### config.mk
export PLATFORM = sky130hd
export DESIGN_NAME = cover_traffic_padding_scheduler
export DESIGN_NICKNAME = d
export VERILOG_FILES = /design/src/hdl/ctps_pkg.sv /design/src/hdl/ctps_cfg.sv /design/src/hdl/ctps_decide.sv /design/src/hdl/cover_traffic_padding_scheduler.sv
export SDC_FILE = /design/constraint.sdc
export NUM_CORES = 1
export LEC_CHECK = 0
export BUFFER_PORTS_ARGS = -buffer_cell sky130_fd_sc_hd__buf_2
export CAP_MARGIN = 30
export CORE_MARGIN = 4
export CORE_UTILIZATION = 41
export CTS_BUF_LIST = sky130_fd_sc_hd__clkbuf_16
export CTS_CLUSTER_DIAMETER = 60
export DETAILED_ROUTE_END_ITERATION = 16
export GPL_ROUTABILITY_DRIVEN = 0
export PLACE_DENSITY = 0.68
export SYNTH_ARGS = -nofsm -noshare
export SYNTH_HDL_FRONTEND = slang
export SYNTH_SLANG_ARGS = --single-unit
### constraint.sdc
create_clock -name aclk -period 11.6 [get_ports aclk]
set_input_delay 1.16 -clock aclk [delete_from_list [all_inputs] [get_ports aclk]]
set_output_delay 1.16 -clock aclk [all_outputs]
set_load 0.1 [all_outputs]
### src/hdl/ctps_pkg.sv
`default_nettype none

package ctps_pkg;

    typedef enum logic [1:0] {
        OP_PAD_POLL   = 2'd0,
        OP_REAL_CELL  = 2'd1,
        OP_BURST_POLL = 2'd2,
        OP_NONE       = 2'd3
    } opcode_t;

    localparam int unsigned CFG_IDX_W  = 3;
    localparam int unsigned CFG_DATA_W = 16;
    localparam int unsigned NOW_W      = 48;
    localparam int unsigned MS_W       = 16;
    localparam int unsigned CNT_W      = 8;

    localparam logic [CFG_IDX_W-1:0] REG_CONSTANT_MODE = 3'd0;
    localparam logic [CFG_IDX_W-1:0] REG_ADAPTIVE_MODE = 3'd1;
    localparam logic [CFG_IDX_W-1:0] REG_PAD_INTERVAL  = 3'd2;
    localparam logic [CFG_IDX_W-1:0] REG_GAP_THRESHOLD = 3'd3;
    localparam logic [CFG_IDX_W-1:0] REG_BURST_LEN     = 3'd4;
    localparam logic [CFG_IDX_W-1:0] REG_COVER_SPACING = 3'd5;

    localparam logic [MS_W-1:0]  RST_PAD_INTERVAL  = 16'd50;
    localparam logic [MS_W-1:0]  RST_GAP_THRESHOLD = 16'd200;
    localparam logic [CNT_W-1:0] RST_BURST_LEN     = 8'd5;
    localparam logic [MS_W-1:0]  RST_COVER_SPACING = 16'd30;

    typedef struct packed {
        logic             constant_mode_on;
        logic             adaptive_mode_on;
        logic [MS_W-1:0]  pad_interval_ms;
        logic [MS_W-1:0]  gap_threshold_ms;
        logic [CNT_W-1:0] cover_burst_len;
        logic [MS_W-1:0]  cover_spacing_ms;
    } cfg_t;

endpackage

`default_nettype wire

### src/hdl/ctps_cfg.sv
`default_nettype none

module ctps_cfg (
    input  wire logic                                aclk,
    input  wire logic                                aresetn,
    input  wire logic                                wr_en,
    input  wire logic [ctps_pkg::CFG_IDX_W-1:0]      wr_index,
    input  wire logic [ctps_pkg::CFG_DATA_W-1:0]     wr_data,
    output ctps_pkg::cfg_t                           cfg
);

    ctps_pkg::cfg_t cfg_reg;
    ctps_pkg::cfg_t cfg_next;

    always_comb begin
        cfg_next = cfg_reg;
        if (wr_en) begin
            unique case (wr_index)
                ctps_pkg::REG_CONSTANT_MODE: cfg_next.constant_mode_on = wr_data[0];
                ctps_pkg::REG_ADAPTIVE_MODE: cfg_next.adaptive_mode_on = wr_data[0];
                ctps_pkg::REG_PAD_INTERVAL:  cfg_next.pad_interval_ms  = wr_data;
                ctps_pkg::REG_GAP_THRESHOLD: cfg_next.gap_threshold_ms = wr_data;
                ctps_pkg::REG_BURST_LEN:
                    cfg_next.cover_burst_len = wr_data[ctps_pkg::CNT_W-1:0];
                ctps_pkg::REG_COVER_SPACING: cfg_next.cover_spacing_ms = wr_data;
                default: cfg_next = cfg_reg;
            endcase
        end
    end

    always_ff @(posedge aclk) begin
        if (!aresetn) begin
            cfg_reg.constant_mode_on <= 1'b0;
            cfg_reg.adaptive_mode_on <= 1'b0;
            cfg_reg.pad_interval_ms  <= ctps_pkg::RST_PAD_INTERVAL;
            cfg_reg.gap_threshold_ms <= ctps_pkg::RST_GAP_THRESHOLD;
            cfg_reg.cover_burst_len  <= ctps_pkg::RST_BURST_LEN;
            cfg_reg.cover_spacing_ms <= ctps_pkg::RST_COVER_SPACING;
        end else begin
            cfg_reg <= cfg_next;
        end
    end

    assign cfg = cfg_reg;

endmodule

`default_nettype wire

### src/hdl/ctps_decide.sv
`default_nettype none

module ctps_decide #(
    parameter int unsigned TIME_BITS = 48
) (
    input  wire logic                              aclk,
    input  wire logic                              aresetn,
    input  wire ctps_pkg::cfg_t                    cfg,
    input  wire logic                              fire,
    input  wire logic [1:0]                        opcode,
    input  wire logic [TIME_BITS-1:0]              now,
    output logic                                   send_pad,
    output logic [ctps_pkg::CNT_W-1:0]             cover_armed
);

    localparam int unsigned MS_W = ctps_pkg::MS_W;

    logic [TIME_BITS-1:0]        last_pad_reg,  last_pad_next;
    logic [TIME_BITS-1:0]        last_real_reg, last_real_next;
    logic                        burst_on_reg,  burst_on_next;
    logic [ctps_pkg::CNT_W-1:0]  cover_left_reg, cover_left_next;

    logic [TIME_BITS-1:0] pad_diff;
    logic [TIME_BITS-1:0] real_diff;
    logic                 pad_set, pad_fwd, pad_diff_hi;
    logic                 real_set, real_fwd, real_diff_hi;
    logic                 pad_due, cover_hold, gap_seen;

    assign pad_set      = last_pad_reg != '0;
    assign pad_fwd      = now >= last_pad_reg;
    assign pad_diff     = now - last_pad_reg;
    assign pad_diff_hi  = |pad_diff[TIME_BITS-1:MS_W];
    assign real_set     = last_real_reg != '0;
    assign real_fwd     = now >= last_real_reg;
    assign real_diff    = now - last_real_reg;
    assign real_diff_hi = |real_diff[TIME_BITS-1:MS_W];

    assign pad_due    = pad_fwd && (pad_diff_hi || pad_diff[MS_W-1:0] >= cfg.pad_interval_ms);
    assign cover_hold = pad_set && pad_fwd && !pad_diff_hi
                        && pad_diff[MS_W-1:0] < cfg.cover_spacing_ms;
    assign gap_seen   = real_set && real_fwd
                        && (real_diff_hi || real_diff[MS_W-1:0] > cfg.gap_threshold_ms);

    always_comb begin
        last_pad_next   = last_pad_reg;
        last_real_next  = last_real_reg;
        burst_on_next   = burst_on_reg;
        cover_left_next = cover_left_reg;
        send_pad        = 1'b0;
        cover_armed     = '0;
        unique case (ctps_pkg::opcode_t'(opcode))
            ctps_pkg::OP_PAD_POLL: begin
                if (cfg.constant_mode_on) begin
                    if (!pad_set) begin
                        last_pad_next = now;
                    end else if (pad_due) begin
                        last_pad_next = now;
                        send_pad      = 1'b1;
                    end
                end
            end
            ctps_pkg::OP_REAL_CELL: begin
                if (cfg.adaptive_mode_on) begin
                    if (gap_seen) begin
                        burst_on_next   = 1'b1;
                        cover_left_next = cfg.cover_burst_len;
                        cover_armed     = cfg.cover_burst_len;
                    end
                    last_pad_next = now;
                end
                last_real_next = now;
            end
            ctps_pkg::OP_BURST_POLL: begin
                if (!burst_on_reg || cover_left_reg == '0) begin
                    burst_on_next = 1'b0;
                end else if (!cover_hold) begin
                    cover_left_next = cover_left_reg - 1'b1;
                    last_pad_next   = now;
                    burst_on_next   = cover_left_reg != 8'd1;
                    send_pad        = 1'b1;
                end
            end
            default: begin
            end
        endcase
    end

    always_ff @(posedge aclk) begin
        if (!aresetn) begin
            last_pad_reg   <= '0;
            last_real_reg  <= '0;
            burst_on_reg   <= 1'b0;
            cover_left_reg <= '0;
        end else if (fire) begin
            last_pad_reg   <= last_pad_next;
            last_real_reg  <= last_real_next;
            burst_on_reg   <= burst_on_next;
            cover_left_reg <= cover_left_next;
        end
    end

    // an idle burst never holds leftover cover cells
    a_idle_burst_empty: assert property (@(posedge aclk) disable iff (!aresetn)
        !burst_on_reg |-> cover_left_reg == '0)
        else $error("cover cells left with burst off");

    a_real_no_pad: assert property (@(posedge aclk) disable iff (!aresetn)
        opcode == ctps_pkg::OP_REAL_CELL |-> !send_pad)
        else $error("real cell produced a pad");

    a_armed_only_real: assert property (@(posedge aclk) disable iff (!aresetn)
        cover_armed != '0 |-> opcode == ctps_pkg::OP_REAL_CELL)
        else $error("cover count on a non-real event");

    a_pad_resyncs: assert property (@(posedge aclk) disable iff (!aresetn)
        fire && send_pad |=> last_pad_reg == $past(now))
        else $error("pad time not updated after a pad");

endmodule

`default_nettype wire

### src/hdl/cover_traffic_padding_scheduler.sv
`default_nettype none

// Cover-traffic padding scheduler. Takes one timestamped event word per cycle
// (pad poll, real cell, burst poll) unless result backpressure stalls it, and
// returns one result word per event: send_pad and the number of cover cells
// armed. Each word passes an input register, then the decision logic and state
// update feeding the result register; sustained rate is one word per cycle
// while the result side keeps up. Result backpressure stalls the input side
// only once both registers are full. Configuration writes are accepted every
// cycle and must only be issued while no word is in flight.
module cover_traffic_padding_scheduler #(
    parameter int unsigned TIME_BITS = 48
) (
    input  wire logic                              aclk,
    input  wire logic                              aresetn,

    input  wire logic                              s_valid,
    output logic                                   s_ready,
    input  wire logic [1:0]                        s_opcode,
    input  wire logic [ctps_pkg::NOW_W-1:0]        s_now_ms,

    output logic                                   m_valid,
    input  wire logic                              m_ready,
    output logic                                   m_send_pad,
    output logic [ctps_pkg::CNT_W-1:0]             m_cover_armed,

    input  wire logic                              cfg_valid,
    output logic                                   cfg_ready,
    input  wire logic [ctps_pkg::CFG_IDX_W-1:0]    cfg_index,
    input  wire logic [ctps_pkg::CFG_DATA_W-1:0]   cfg_data
);

    ctps_pkg::cfg_t cfg;

    logic                        in_valid_reg;
    logic [1:0]                  in_op_reg;
    logic [TIME_BITS-1:0]        in_now_reg;
    logic                        out_valid_reg;
    logic                        out_pad_reg;
    logic [ctps_pkg::CNT_W-1:0]  out_armed_reg;

    logic                        advance;
    logic                        fire;
    logic                        dec_pad;
    logic [ctps_pkg::CNT_W-1:0]  dec_armed;

    assign cfg_ready = 1'b1;
    assign advance   = !out_valid_reg || m_ready;
    assign fire      = in_valid_reg && advance;
    assign s_ready   = !in_valid_reg || advance;

    ctps_cfg u_cfg (
        .aclk     (aclk),
        .aresetn  (aresetn),
        .wr_en    (cfg_valid && cfg_ready),
        .wr_index (cfg_index),
        .wr_data  (cfg_data),
        .cfg      (cfg)
    );

    ctps_decide #(
        .TIME_BITS (TIME_BITS)
    ) u_decide (
        .aclk        (aclk),
        .aresetn     (aresetn),
        .cfg         (cfg),
        .fire        (fire),
        .opcode      (in_op_reg),
        .now         (in_now_reg),
        .send_pad    (dec_pad),
        .cover_armed (dec_armed)
    );

    always_ff @(posedge aclk) begin
        if (!aresetn) begin
            in_valid_reg  <= 1'b0;
            out_valid_reg <= 1'b0;
        end else begin
            if (s_ready) begin
                in_valid_reg <= s_valid;
            end
            if (advance) begin
                out_valid_reg <= in_valid_reg;
            end
        end
    end

    always_ff @(posedge aclk) begin
        if (s_valid && s_ready) begin
            in_op_reg  <= s_opcode;
            in_now_reg <= TIME_BITS'(s_now_ms);
        end
        if (fire) begin
            out_pad_reg   <= dec_pad;
            out_armed_reg <= dec_armed;
        end
    end

    assign m_valid       = out_valid_reg;
    assign m_send_pad    = out_pad_reg;
    assign m_cover_armed = out_armed_reg;

endmodule

`default_nettype wire
# == Word-level counts from Yosys, hierarchy flattened ==
# Cells that the tools add are included.
# word_totals
input_bits,74
regBits,224
wordCells,99
out_inout_bits,12
# op_classes
addsub,3
n_eq_ne,15
n_mux,23
n_lt_le_gt_ge,5
n_reduce_logical,37
# op_table
cell,n
2-to-1 mux 48 bit,6
case mux 48 bit (3 select lines),1
greater-or-equal comparator 48 bit,2
nonzero test 48 bit,2
subtractor 48 bit,2
OR reduction 32 bit,2
2-to-1 mux 8 bit,4
greater-or-equal comparator 16 bit,1
> comparator 16 bit,1
< comparator 16 bit,1
case mux 8 bit (2 select lines),1
AND reduction 2 bit,7
2-to-1 mux 1 bit,9
logical AND 1 bit,8
logical NOT 8 bit,1
"inequality test 2 bit, second input constant",4
"inequality test 8 x 1 -> 1 bit, second input constant",1
"subtractor 8 x 1 -> 8 bit, second input constant",1
AND reduction 7 bit,1
"== test 3 x 2 -> 1 bit, second input constant",2
"== test 3 bit, second input constant",2
"inequality test 3 bit, second input constant",2
AND reduction 6 bit,1
logical OR 1 bit,5
12 further kinds,16

# == Depth between registers and ports, before layout ==
# Gate-level depths: netlist of run 1.
# depth
depth_word,8
depth_mapped,24
depth_no_buf,23

# == By module ==
# From an unflattened synthesis of run 1, not the netlist that was laid out.
# hier_totals
cells_unflattened,2233
hier_area_um2,17575.6
# modules_own_cells
module,seq_area_each_um2,area_each_um2,cells_each,instances
ctps_decide,2102.0,13417.9,1942,1
ctps_cfg,1161.1,2270.9,221,1
cover_traffic_padding_scheduler,1811.7,1886.8,70,1

# == Least setup slack after synthesis of run 1 ==
# OpenSTA, ideal clock, no wires.
# synth_path
kind,register to register
from,register in_now_reg[0]
to,"register out_armed_reg, in the netlist m_cover_armed[0] (data pin)"
path_buffers,0
path_stages_with_launch,22
setup_ns,0.283
required_time_ns,11.317
setup_slack_ns,7.229
synth_period_minus_slack_ns,4.371
arrival_ns,4.088
path_cell_list,edfxtp_1 -> inv_1 -> ha_1 -> inv_1 -> fa_1 -> a21o_1 -> o2bb2ai_1 -> nor2_1 -> o21ai_0 -> o211a_1 -> xor2_1 -> ha_1 -> a21oi_1 -> nand2_1 -> a221oi_1 -> a21oi_1 -> nor4_1 -> nand4_1 -> nor2_1 -> nand3_1 -> o311ai_1 -> nor2_1
# synth_between
elab_chain_len,5
word_cells_on_any_way,8
cone_classes,1 x add/sub; 2 x order compare; 5 x reduce/logical
# synth_lines
element,line,rtl
from (decl),cover_traffic_padding_scheduler.sv:37,logic [TIME_BITS-1:0] in_now_reg;
from (signal assigned),cover_traffic_padding_scheduler.sv:91,in_now_reg <= TIME_BITS'(s_now_ms);
subtractor 48 bit,ctps_decide.sv:35,assign real_diff = now - last_real_reg;
> comparator 16 bit or OR reduction 32 bit (tied branches),"ctps_decide.sv:42, ctps_decide.sv:36",
logical OR 1 bit,ctps_decide.sv:42,&& (real_diff_hi || real_diff[MS_W-1:0] > cfg.gap_threshold_ms);
logical AND 1 bit (*),ctps_decide.sv:42,
AND reduction 3 bit (no line) (*),--,
to (signal assigned),cover_traffic_padding_scheduler.sv:95,out_armed_reg <= dec_armed;
to (decl),cover_traffic_padding_scheduler.sv:40,logic [ctps_pkg::CNT_W-1:0] out_armed_reg;
# Every way passes the cells marked *; elsewhere a longest branch is shown, timed or not.
# A chain may end at the register's enable or synchronous reset.

# == Worst setup path after layout of run 1 ==
# layout_path
from,register in_now_reg[29]
to,register u_decide.last_pad_reg[40]
# layout_between
elab_chain_len,7
word_cells_on_any_way,12
cone_classes,1 x add/sub; 1 x order compare; 2 x eq/ne; 8 x reduce/logical
# layout_lines
element,line,rtl
subtractor 48 bit,ctps_decide.sv:31,assign pad_diff = now - last_pad_reg;
OR reduction 32 bit,ctps_decide.sv:32,assign pad_diff_hi = |pad_diff[TIME_BITS-1:MS_W];
logical NOT 1 bit,ctps_decide.sv:39,assign cover_hold = pad_set && pad_fwd && !pad_diff_hi
logical AND 1 bit,ctps_decide.sv:39,
logical AND 1 bit,ctps_decide.sv:40,&& pad_diff[MS_W-1:0] < cfg.cover_spacing_ms;
inequality test 2 bit (no line),--,
AND reduction 7 bit (no line) (*),--,
to (signal assigned),ctps_decide.sv:95,last_pad_reg <= last_pad_next;
to (decl),ctps_decide.sv:18,"logic [TIME_BITS-1:0] last_pad_reg, last_pad_next;"
# Marked as above.

==> results of run 1 <==
## cells in the final DEF (no fill, tap or decap), types with 11 or more instances in the layout
cell / instances
nand2b_1: 17
buf_2: 83
ha_1: 146
a21o_1: 36
a21oi_1: 133
or3_1: 16
and2_1: 12
o21ai_1: 46
dfxtp_1: 165
nor2_1: 121
clkbuf_16: 27
inv_1: 189
nand2_1: 401
mux2i_1: 11
nor3_1: 40
o2111ai_1: 11
a31oi_1: 18
nor2b_1: 18
o21a_1: 28
and3_1: 15
xnor2_1: 35
a21boi_0: 97
o211ai_1: 33
nor4_1: 50
a211oi_1: 16
nand3_1: 87
o21bai_1: 11
xor2_1: 23
o21ai_0: 98
edfxtp_1: 59
nand4_1: 60
## worst reg2reg max path, cell delays in order (launching register included)
cell      delay (ns)
edfxtp_1        0.54
ha_1            0.58
a21oi_1         0.17
o21ai_0         0.70
a22o_1          0.29
mux2i_1         0.35
and4b_1         0.24
nand4_1         0.08
nor4_1          0.26
nand4_1         0.15
or4_4           0.62
o211ai_4        0.19
buf_4           0.68
nand3_1         0.24
o21ai_1         0.13
## metrics by stage
step                util (%)  cells  hold slack (ns)
detailed placement      43.4   2775            0.462
global route            45.5   2826            0.490
finish                  45.5   2826            0.466
floorplan                  -   2263            0.440
CTS                     45.5   2825            0.469
global placement        43.4   2775            0.450
## final timing paths
path | from | slack (ns) | cells after the start | end
worst max-delay path | in_now_reg[29]$_DFFE_PP_ | 6.30 | 14 | u_decide.last_pad_reg[40]$_SDFFE_PN0P_
worst min-delay path | u_cfg.cfg[0]$_SDFFE_PN0P_ | 0.47 | 2 | u_cfg.cfg[0]$_SDFFE_PN0P_
worst max register to register | in_now_reg[29]$_DFFE_PP_ | 6.30 | 14 | u_decide.last_pad_reg[40]$_SDFFE_PN0P_
worst min register to register | u_cfg.cfg[0]$_SDFFE_PN0P_ | 0.47 | 2 | u_cfg.cfg[0]$_SDFFE_PN0P_
## kinds of logic (layout without fill, tap and decap cells)
kind of cell	Yosys count	in the layout	share of synthesized area, %
AOI/OAI and AO/OA	630	630	24.4
xor gates and xnor gates	58	58	2.95
adders and majority gates	148	148	10.8
buffers and inverters	296	327	6.95
DFF	224	224	29.4
muxes	19	19	1.16
other	1	1	0.0218
and+or+nand+nor	887	887	24.2
## cell type report
cell class	instances	area [µm²]	area share, %
tap	532	666	3.55
clock inverter	23	169	0.901
multi-input combinational	1743	11000	58.5
inverter	183	687	3.66
clock buffer	27	676	3.60
sequential	224	5070	27.1
timing repair buffer	94	502	2.68
## power groups by stage
stage | Clock (mW) | Sequential, mW | Combinational (mW)
detailed placement | 0 | 0.876 | 0.515
global placement | 0 | 0.875 | 0.506
CTS | 0.820 | 0.859 | 0.517
global route | 0.851 | 0.862 | 0.579
finish | 0.802 | 0.860 | 0.533
floorplan | 0 | 0.871 | 0.370
## layer usage
| metal | track usage, % | routed length (µm) | vias up |
|---|---|---|---|
| li1 | - | - | 8175 |
| met1 | 31.0 | 23100 | 8125 |
| met2 | 38.1 | 25100 | 724 |
| met3 | 2.54 | 4250 | 174 |
| met4 | 9.35 | 2360 | 0 |
| met5 | 0 | 0 | - |
==> results.json, run 1 <==
{
  "crit_chain": "ha_1 -> a21oi_1 -> o21ai_0 -> a22o_1 -> mux2i_1 -> and4b_1 -> nand4_1 -> nor4_1 -> nand4_1 -> or4_4 -> o211ai_4 -> buf_4 -> nand3_1 -> o21ai_1",
  "n_fill_cell": 4032,
  "root_buffer": "clkbuf_16",
  "antenna_found_initial": 0,
  "pre_cts_slack_ns": 6.26,
  "place_hpwl_um": 42900,
  "cap_violations": 0,
  "ios": 86,
  "end_kind": "register",
  "yosysWarnings": 0,
  "dr.first_iter.drc_count": 1702,
  "wl_per_cell_um": 19.4,
  "rsz0062_at_grt": "false",
  "cts_tree": "built",
  "cp_max_fo": 96,
  "drt_wl_total_um": 54900,
  "relSlewSlack_pct": 39.2,
  "async_reset_ff_share_pct": 0,
  "antennaDiodeCount": 0,
  "post_cts.repair.setup_buffers": 0,
  "synth_ff_type": "dfxtp_1",
  "synth_commonest_cells": "nand2_1 (401), inv_1 (183), dfxtp_1 (165)",
  "path_clk_slew_ns": 0.06,
  "synth-edff-count": 59,
  "finalHoldViolCount": 0,
  "slew_violations": 0,
  "switching_share_pct": 33.0,
  "synth.most_common_cell": "nand2_1",
  "synth_area_um2": 17200,
  "cellPowerDensity_nw_per_um2": 117,
  "grt.total_usage_pct": 23.1,
  "area_growth_pct": 8.75,
  "syn_nets": 2485,
  "initial_core_util_pct": 41.8,
  "crit_top_cell": "nand4_1",
  "grt_pass1_wl_um": 84900,
  "ir_worst_vdd_v": 0.0000966,
  "clockBufferDepth": 3,
  "numCtsBuffers": 27,
  "finalNetCount": 2495,
  "htreeDepth": 1,
  "io_buffers": 84,
  "final_cell_area_um2": 18700,
  "placed_area_um2": 17900,
  "placementRows": 74,
  "power.leakage_nw": 6.78,
  "syn_avg_cell_area_um2": 7.62,
  "clk-insertion-delay-late_ns": 0.57,
  "p_seq_share_pct": 39.2,
  "die_w_um": 213,
  "power_frac_comb_pct": 24.3,
  "yosysTopAreaCellShare_pct": 19.2,
  "grt_max_degree": 126,
  "core_um2": 41200,
  "internal_power_mw": 1.47,
  "ys_ff_latch": 224,
  "ys_types": 92,
  "cp_slowest_cell": "o21ai_0",
  "pwr-share-clk_pct": 36.6,
  "clock_sinks": 224,
  "layout-drive-gt1-share_pct": 7.54,
  "status": "finished clean",
  "worstMarginPinSlew_ns": 0.903,
  "path_class": "reg -> reg",
  "cts_resized": 0,
  "ys_seq_area_share_pct": 29.4,
  "die_y_um": 213,
  "postRouteAntennaNets": 0,
  "post-route-min-period_ns": 5.30,
  "firstDrtPassIters": 5,
  "via_count": 17198,
  "synthCells": 2263,
  "crit_family": "simple AND/OR/NAND/NOR gates",
  "power_switching_mw": 0.724,
  "start_kind": "register",
  "slowest_delay_ns": 0.70,
  "timing.final.crit_share_pct": 45.7,
  "synth_area_leaders": "dfxtp_1 (19%), ha_1 (11%), edfxtp_1 (10%)",
  "setup_ws_ns": 6.30,
  "cts_hold_buf": 0,
  "max_freq_ghz": 0.189,
  "fp.dieArea_um2": 45400,
  "fin_tns_setup_ns": 0,
  "setup_violations": 0,
  "finClkSkew_ns": 0.0234,
  "gr-total-overflow": 0,
  "hp-class": "reg -> reg",
  "power.total_mw": 2.19,
  "yosysTopAreaCell": "dfxtp_1",
  "crit_buf_inv": 1,
  "drc": 0,
  "critPathArrivalTime_ns": 5.77,
  "largest_register_ffs": 58,
  "first_global_vias": 15933,
  "crit_required_ns": 12.08,
  "via_per_inst": 6.09
}
Note: power is estimated with default switching activity, not from simulation.
==> run 2: changes to the inputs <==
==> constraint.sdc (replaced) <==
create_clock -name aclk -period 5.1 [get_ports aclk]
set_input_delay 0.51 -clock aclk [delete_from_list [all_inputs] [get_ports aclk]]
set_output_delay 0.51 -clock aclk [all_outputs]
set_load 0.1 [all_outputs]
==> results.json, run 2 (same netlist as run 1, synthesis figures left out) <==
{
  "status": "finished clean",
  "crit_buf_inv": 1,
  "timing.final.crit_share_pct": 95.9,
  "dr.first_iter.drc_count": 1967,
  "first_global_vias": 16078,
  "clockBufferDepth": 3,
  "numCtsBuffers": 28,
  "gr-total-overflow": 0,
  "cp_max_fo": 96,
  "hp-class": "in -> reg",
  "die_w_um": 213,
  "crit_family": "compound AO/OA/AOI/OAI gates",
  "drc": 0,
  "cap_violations": 0,
  "max_freq_ghz": 0.205,
  "post-route-min-period_ns": 4.89,
  "layout-drive-gt1-share_pct": 8.39,
  "crit_required_ns": 5.57,
  "grt_max_degree": 133,
  "end_kind": "register",
  "postRouteAntennaNets": 0,
  "layout_commonest_cell": "nand2_1",
  "mostFrequentLayoutCells": "nand2_1 (401), inv_1 (189), dfxtp_1 (165), ha_1 (146), a21oi_1 (132)",
  "antennaDiodeCount": 0,
  "wl_per_cell_um": 19.4,
  "die_y_um": 213,
  "antenna_found_initial": 0,
  "area_growth_pct": 10.1,
  "hold_ws_ns": 0.110,
  "root_buffer": "clkbuf_16",
  "finClkSkew_ns": 0.0457,
  "ios": 86,
  "clock_sinks": 224,
  "path_clk_slew_ns": 0.06,
  "htreeDepth": 1,
  "slowest_delay_ns": 0.60,
  "relSlewSlack_pct": 30.1,
  "critPathArrivalTime_ns": 5.36,
  "cts_tree": "built",
  "via_count": 17216,
  "core_um2": 41200,
  "grt_pass1_wl_um": 85300,
  "crit_chain": "ha_1 -> nand4_1 -> a211oi_2 -> a21boi_2 -> o21ai_1 -> a2111oi_1 -> o21ai_1 -> a2111o_1 -> or4_4 -> o211ai_4 -> buf_12 -> nand3_1 -> o21ai_1",
  "largest_register_ffs": 58,
  "post_cts.repair.setup_buffers": 0,
  "clk-insertion-delay-late_ns": 0.58,
  "initial_core_util_pct": 41.8,
  "fin_tns_setup_ns": 0,
  "io_buffers": 84,
  "finalHoldViolCount": 0,
  "placementRows": 74,
  "power.leakage_nw": 6.91,
  "place_hpwl_um": 43500,
  "path_class": "reg -> reg",
  "drt_wl_total_um": 55200,
  "start_kind": "register",
  "cts_hold_buf": 0,
  "fp.dieArea_um2": 45400,
  "rsz0062_at_grt": "true",
  "via_per_inst": 6.06,
  "firstDrtPassIters": 6,
  "finalNetCount": 2511,
  "cp_slowest_cell": "ha_1",
  "worstMarginPinSlew_ns": 1.04,
  "setup_violations": 0,
  "ir_worst_vdd_v": 0.000252,
  "slew_violations": 0,
  "crit_top_cell": "o21ai_1",
  "cellPowerDensity_nw_per_um2": 269,
  "grt.total_usage_pct": 23.2
}
[run 2: metal layers]
layer | GRT usage [%] | share of wire, % | wire (µm) | vias to the layer above
met1 | 30.2 | 42 | 23000 | 8002
met3 | 2.47 | 7.5 | 4150 | 179
met4 | 9.71 | 4.9 | 2680 | 0
li1 | - | - | - | 8190
met5 | 0 | 0 | 0 | -
met2 | 39.2 | 46 | 25400 | 845
[run 2: power breakdown]
group          switching, mW  internal [mW]  total (mW)
logic                  0.783          0.447        1.23
registers             0.0661           1.88        1.95
clock network          0.814           1.12        1.93
total                   1.66           3.45        5.11
[run 2: what timing repair did]
action | CTS | global route
setup endpoints to repair | 0 | 23
hold endpoints to repair | 0 | 0
gates resized for setup | 0 | 6
[run 2: area by class of cell]
class | instances | area [µm²]
Clock inverter | 24 | 210
Sequential cell | 224 | 5070
Clock buffer | 28 | 701
Timing Repair Buffer | 109 | 651
Tap cell | 532 | 666
Multi-Input combinational cell | 1743 | 11000
Fill cell | 4027 | 22200
Inverter | 183 | 687
[run 2: final timing paths]
check	start	to	slack, ns	cells past startpoint
max	in_now_reg[20]$_DFFE_PP_	u_decide.last_pad_reg[40]$_SDFFE_PN0P_	0.21	13
min reg2reg	u_cfg.cfg[54]$_SDFFE_PN0P_	u_cfg.cfg[54]$_SDFFE_PN0P_	0.46	2
max reg2reg	in_now_reg[20]$_DFFE_PP_	u_decide.last_pad_reg[40]$_SDFFE_PN0P_	0.21	13
min	s_now_ms[14]	in_now_reg[14]$_DFFE_PP_	0.11	1
[run 2: metrics by stage]
stage	worst slack [ns]	util (%)	cell area [µm²]	power [mW]	instances
finish	0.210	46.0	19000	5.11	2843
global route	-0.00237	46.0	19000	5.33	2843
CTS	0.230	46.0	19000	5.11	2843
detailed placement	0.257	43.8	18100	3.18	2791
global placement	0.345	43.7	18000	3.15	2789
floorplan	0.729	-	17200	2.82	2263
==> run 3: changes to the inputs <==
--- a/config.mk
+++ b/config.mk
@@ -14,6 +14,7 @@
 export DETAILED_ROUTE_END_ITERATION = 16
 export GPL_ROUTABILITY_DRIVEN = 0
 export PLACE_DENSITY = 0.68
+export SLEW_MARGIN = 20
 export SYNTH_ARGS = -nofsm -noshare
 export SYNTH_HDL_FRONTEND = slang
 export SYNTH_SLANG_ARGS = --single-unit
==> constraint.sdc (replaced) <==
create_clock -name aclk -period 4.8 [get_ports aclk]
set_input_delay 0.48 -clock aclk [delete_from_list [all_inputs] [get_ports aclk]]
set_output_delay 0.48 -clock aclk [all_outputs]
set_load 0.1 [all_outputs]
==> results.json, run 3 (same netlist as run 1, synthesis figures left out) <==
{
  "status": "finished clean",
  "cp.depth": 14,
  "core_um2": 41200,
  "hold_ws_ns": 0.0854,
  "io_buffers": 84,
  "n_fill_cell": 3969,
  "die_y_um": 213,
  "antenna_found_initial": 0,
  "placed_area_um2": 18300,
  "wl_per_cell_um": 19.3,
  "largest_register_ffs": 58,
  "first_global_vias": 16376,
  "clock_sinks": 224,
  "layout.area.seq_um2": 5070,
  "timing.reg2reg.setup_slack_ns": 0.18,
  "crit_start": "in_now_reg[13]$_DFFE_PP_",
  "critPathArrivalTime_ns": 5.07,
  "die_w_um": 213,
  "hp-class": "in -> reg",
  "via_per_inst": 6.05,
  "cts_tree": "built",
  "post-route-min-period_ns": 4.62,
  "worstMarginPinSlew_ns": 1.00,
  "max_freq_ghz": 0.216,
  "cp_slowest_cell": "a2111oi_1",
  "ios": 86,
  "grt_pass1_wl_um": 85800,
  "cellPowerDensity_nw_per_um2": 280,
  "crit_family": "compound AO/OA/AOI/OAI gates",
  "ir_worst_vdd_v": 0.000164,
  "finalHoldViolCount": 0,
  "slew_violations": 0,
  "slowest_delay_ns": 0.55,
  "final_cell_area_um2": 19300,
  "crit_buf_inv": 1,
  "firstDrtPassIters": 6,
  "numCtsBuffers": 26,
  "layout_commonest_cell": "nand2_1",
  "crit_required_ns": 5.25,
  "fin_tns_setup_ns": 0,
  "timing.final.crit_share_pct": 96.3,
  "placementRows": 74,
  "end_kind": "register",
  "finClkSkew_ns": 0.0322,
  "multi_input_area_um2": 11100,
  "cp_max_fo": 8,
  "clockBufferDepth": 3,
  "endpoint": "u_decide.burst_on_reg$_SDFFE_PN0P_",
  "layoutNonFillerInstCount": 2879,
  "via_count": 17414,
  "start_kind": "register",
  "finalNetCount": 2549,
  "htreeDepth": 1,
  "dr.first_iter.drc_count": 1633,
  "r2r_start": "in_now_reg[13]$_DFFE_PP_",
  "antennaDiodeCount": 0,
  "layout-drive-gt1-share_pct": 10.9,
  "initial_core_util_pct": 41.8,
  "setup_ws_ns": 0.179,
  "gr-total-overflow": 0,
  "root_buffer": "clkbuf_16",
  "timing.rr.end": "u_decide.burst_on_reg$_SDFFE_PN0P_",
  "clk-insertion-delay-late_ns": 0.57,
  "postRouteAntennaNets": 0,
  "crit_chain": "ha_1 -> a21oi_1 -> nand2_1 -> a31o_2 -> a21bo_2 -> o211ai_1 -> a211o_1 -> mux2_1 -> a2111oi_1 -> buf_4 -> nand4_1 -> nor2_4 -> nor2_2 -> o311a_1",
  "relSlewSlack_pct": 32.4,
  "grt.total_usage_pct": 23.3,
  "fp.dieArea_um2": 45400,
  "path_clk_slew_ns": 0.06,
  "place_hpwl_um": 43600,
  "cap_violations": 0,
  "drt_wl_total_um": 55500,
  "placed_cells": 2824,
  "grt_max_degree": 142,
  "pre_cts_slack_ns": 0.0484,
  "area_growth_pct": 12.2,
  "r2r_cells": 14,
  "path_class": "reg -> reg",
  "mostFrequentLayoutCells": "nand2_1 (401), inv_1 (184), dfxtp_1 (165), ha_1 (141), a21oi_1 (130)",
  "drc": 0,
  "setup_violations": 0,
  "power.leakage_nw": 7.09
}
run 3: layer usage:
layer  part of all wire (%)  global-route usage, %  wire length, µm
met1                     42                   30.8            23400
met5                      0                      0                0
met4                    4.7                   9.80             2630
met2                     46                   38.4            25400
met3                    7.3                   2.85             4070
run 3: how the worst min path moves through the flow:
stage                                                        from                                      end  cells past startpoint
after global routing                                 s_now_ms[12]                 in_now_reg[12]$_DFFE_PP_                      1
after global placement                  u_cfg.cfg[0]$_SDFFE_PN0P_                u_cfg.cfg[0]$_SDFFE_PN0P_                      2
final                                                 s_now_ms[3]                  in_now_reg[3]$_DFFE_PP_                      1
after floorplan           u_decide.cover_left_reg[6]$_SDFFE_PN0P_  u_decide.cover_left_reg[6]$_SDFFE_PN0P_                      2
after CTS                                             s_now_ms[3]                  in_now_reg[3]$_DFFE_PP_                      1
after detailed placement               u_cfg.cfg[34]$_SDFFE_PN0P_               u_cfg.cfg[34]$_SDFFE_PN0P_                      2
run 3: report_power, final:
| part | switching [mW] | total (mW) | internal (mW) |
|---|---|---|---|
| Sequential | 0.0648 | 2.07 | 2.00 |
| Clock | 0.834 | 1.98 | 1.14 |
| Combinational | 0.860 | 1.37 | 0.509 |
| Total | 1.76 | 5.41 | 3.65 |
run 3: final cells by class:
| cell class | instances | area share [%] |
|---|---|---|
| Clock inverter | 21 | 0.964 |
| Tap cell | 532 | 3.44 |
| Multi-Input combinational cell | 1743 | 57.4 |
| Inverter | 183 | 3.55 |
| Clock buffer | 27 | 3.49 |
| Sequential cell | 224 | 26.2 |
| Timing Repair Buffer | 149 | 4.97 |
run 3: through the flow:
stage / utilization (%) / total power, mW
2_1_floorplan: - / 3.00
3_3_place_gp: 44.4 / 3.38
3_5_place_dp: 44.4 / 3.40
4_1_cts: 46.5 / 5.38
5_1_grt: 47.0 / 5.65
6_report: 47.0 / 5.41
run 3: repair_timing:
item | CTS | global route
setup buffers | 0 | 6
hold buffers | 0 | 0
endpoints found under the hold margin | 0 | 0
setup endpoints to repair | 0 | 66
gates resized for setup | 0 | 31
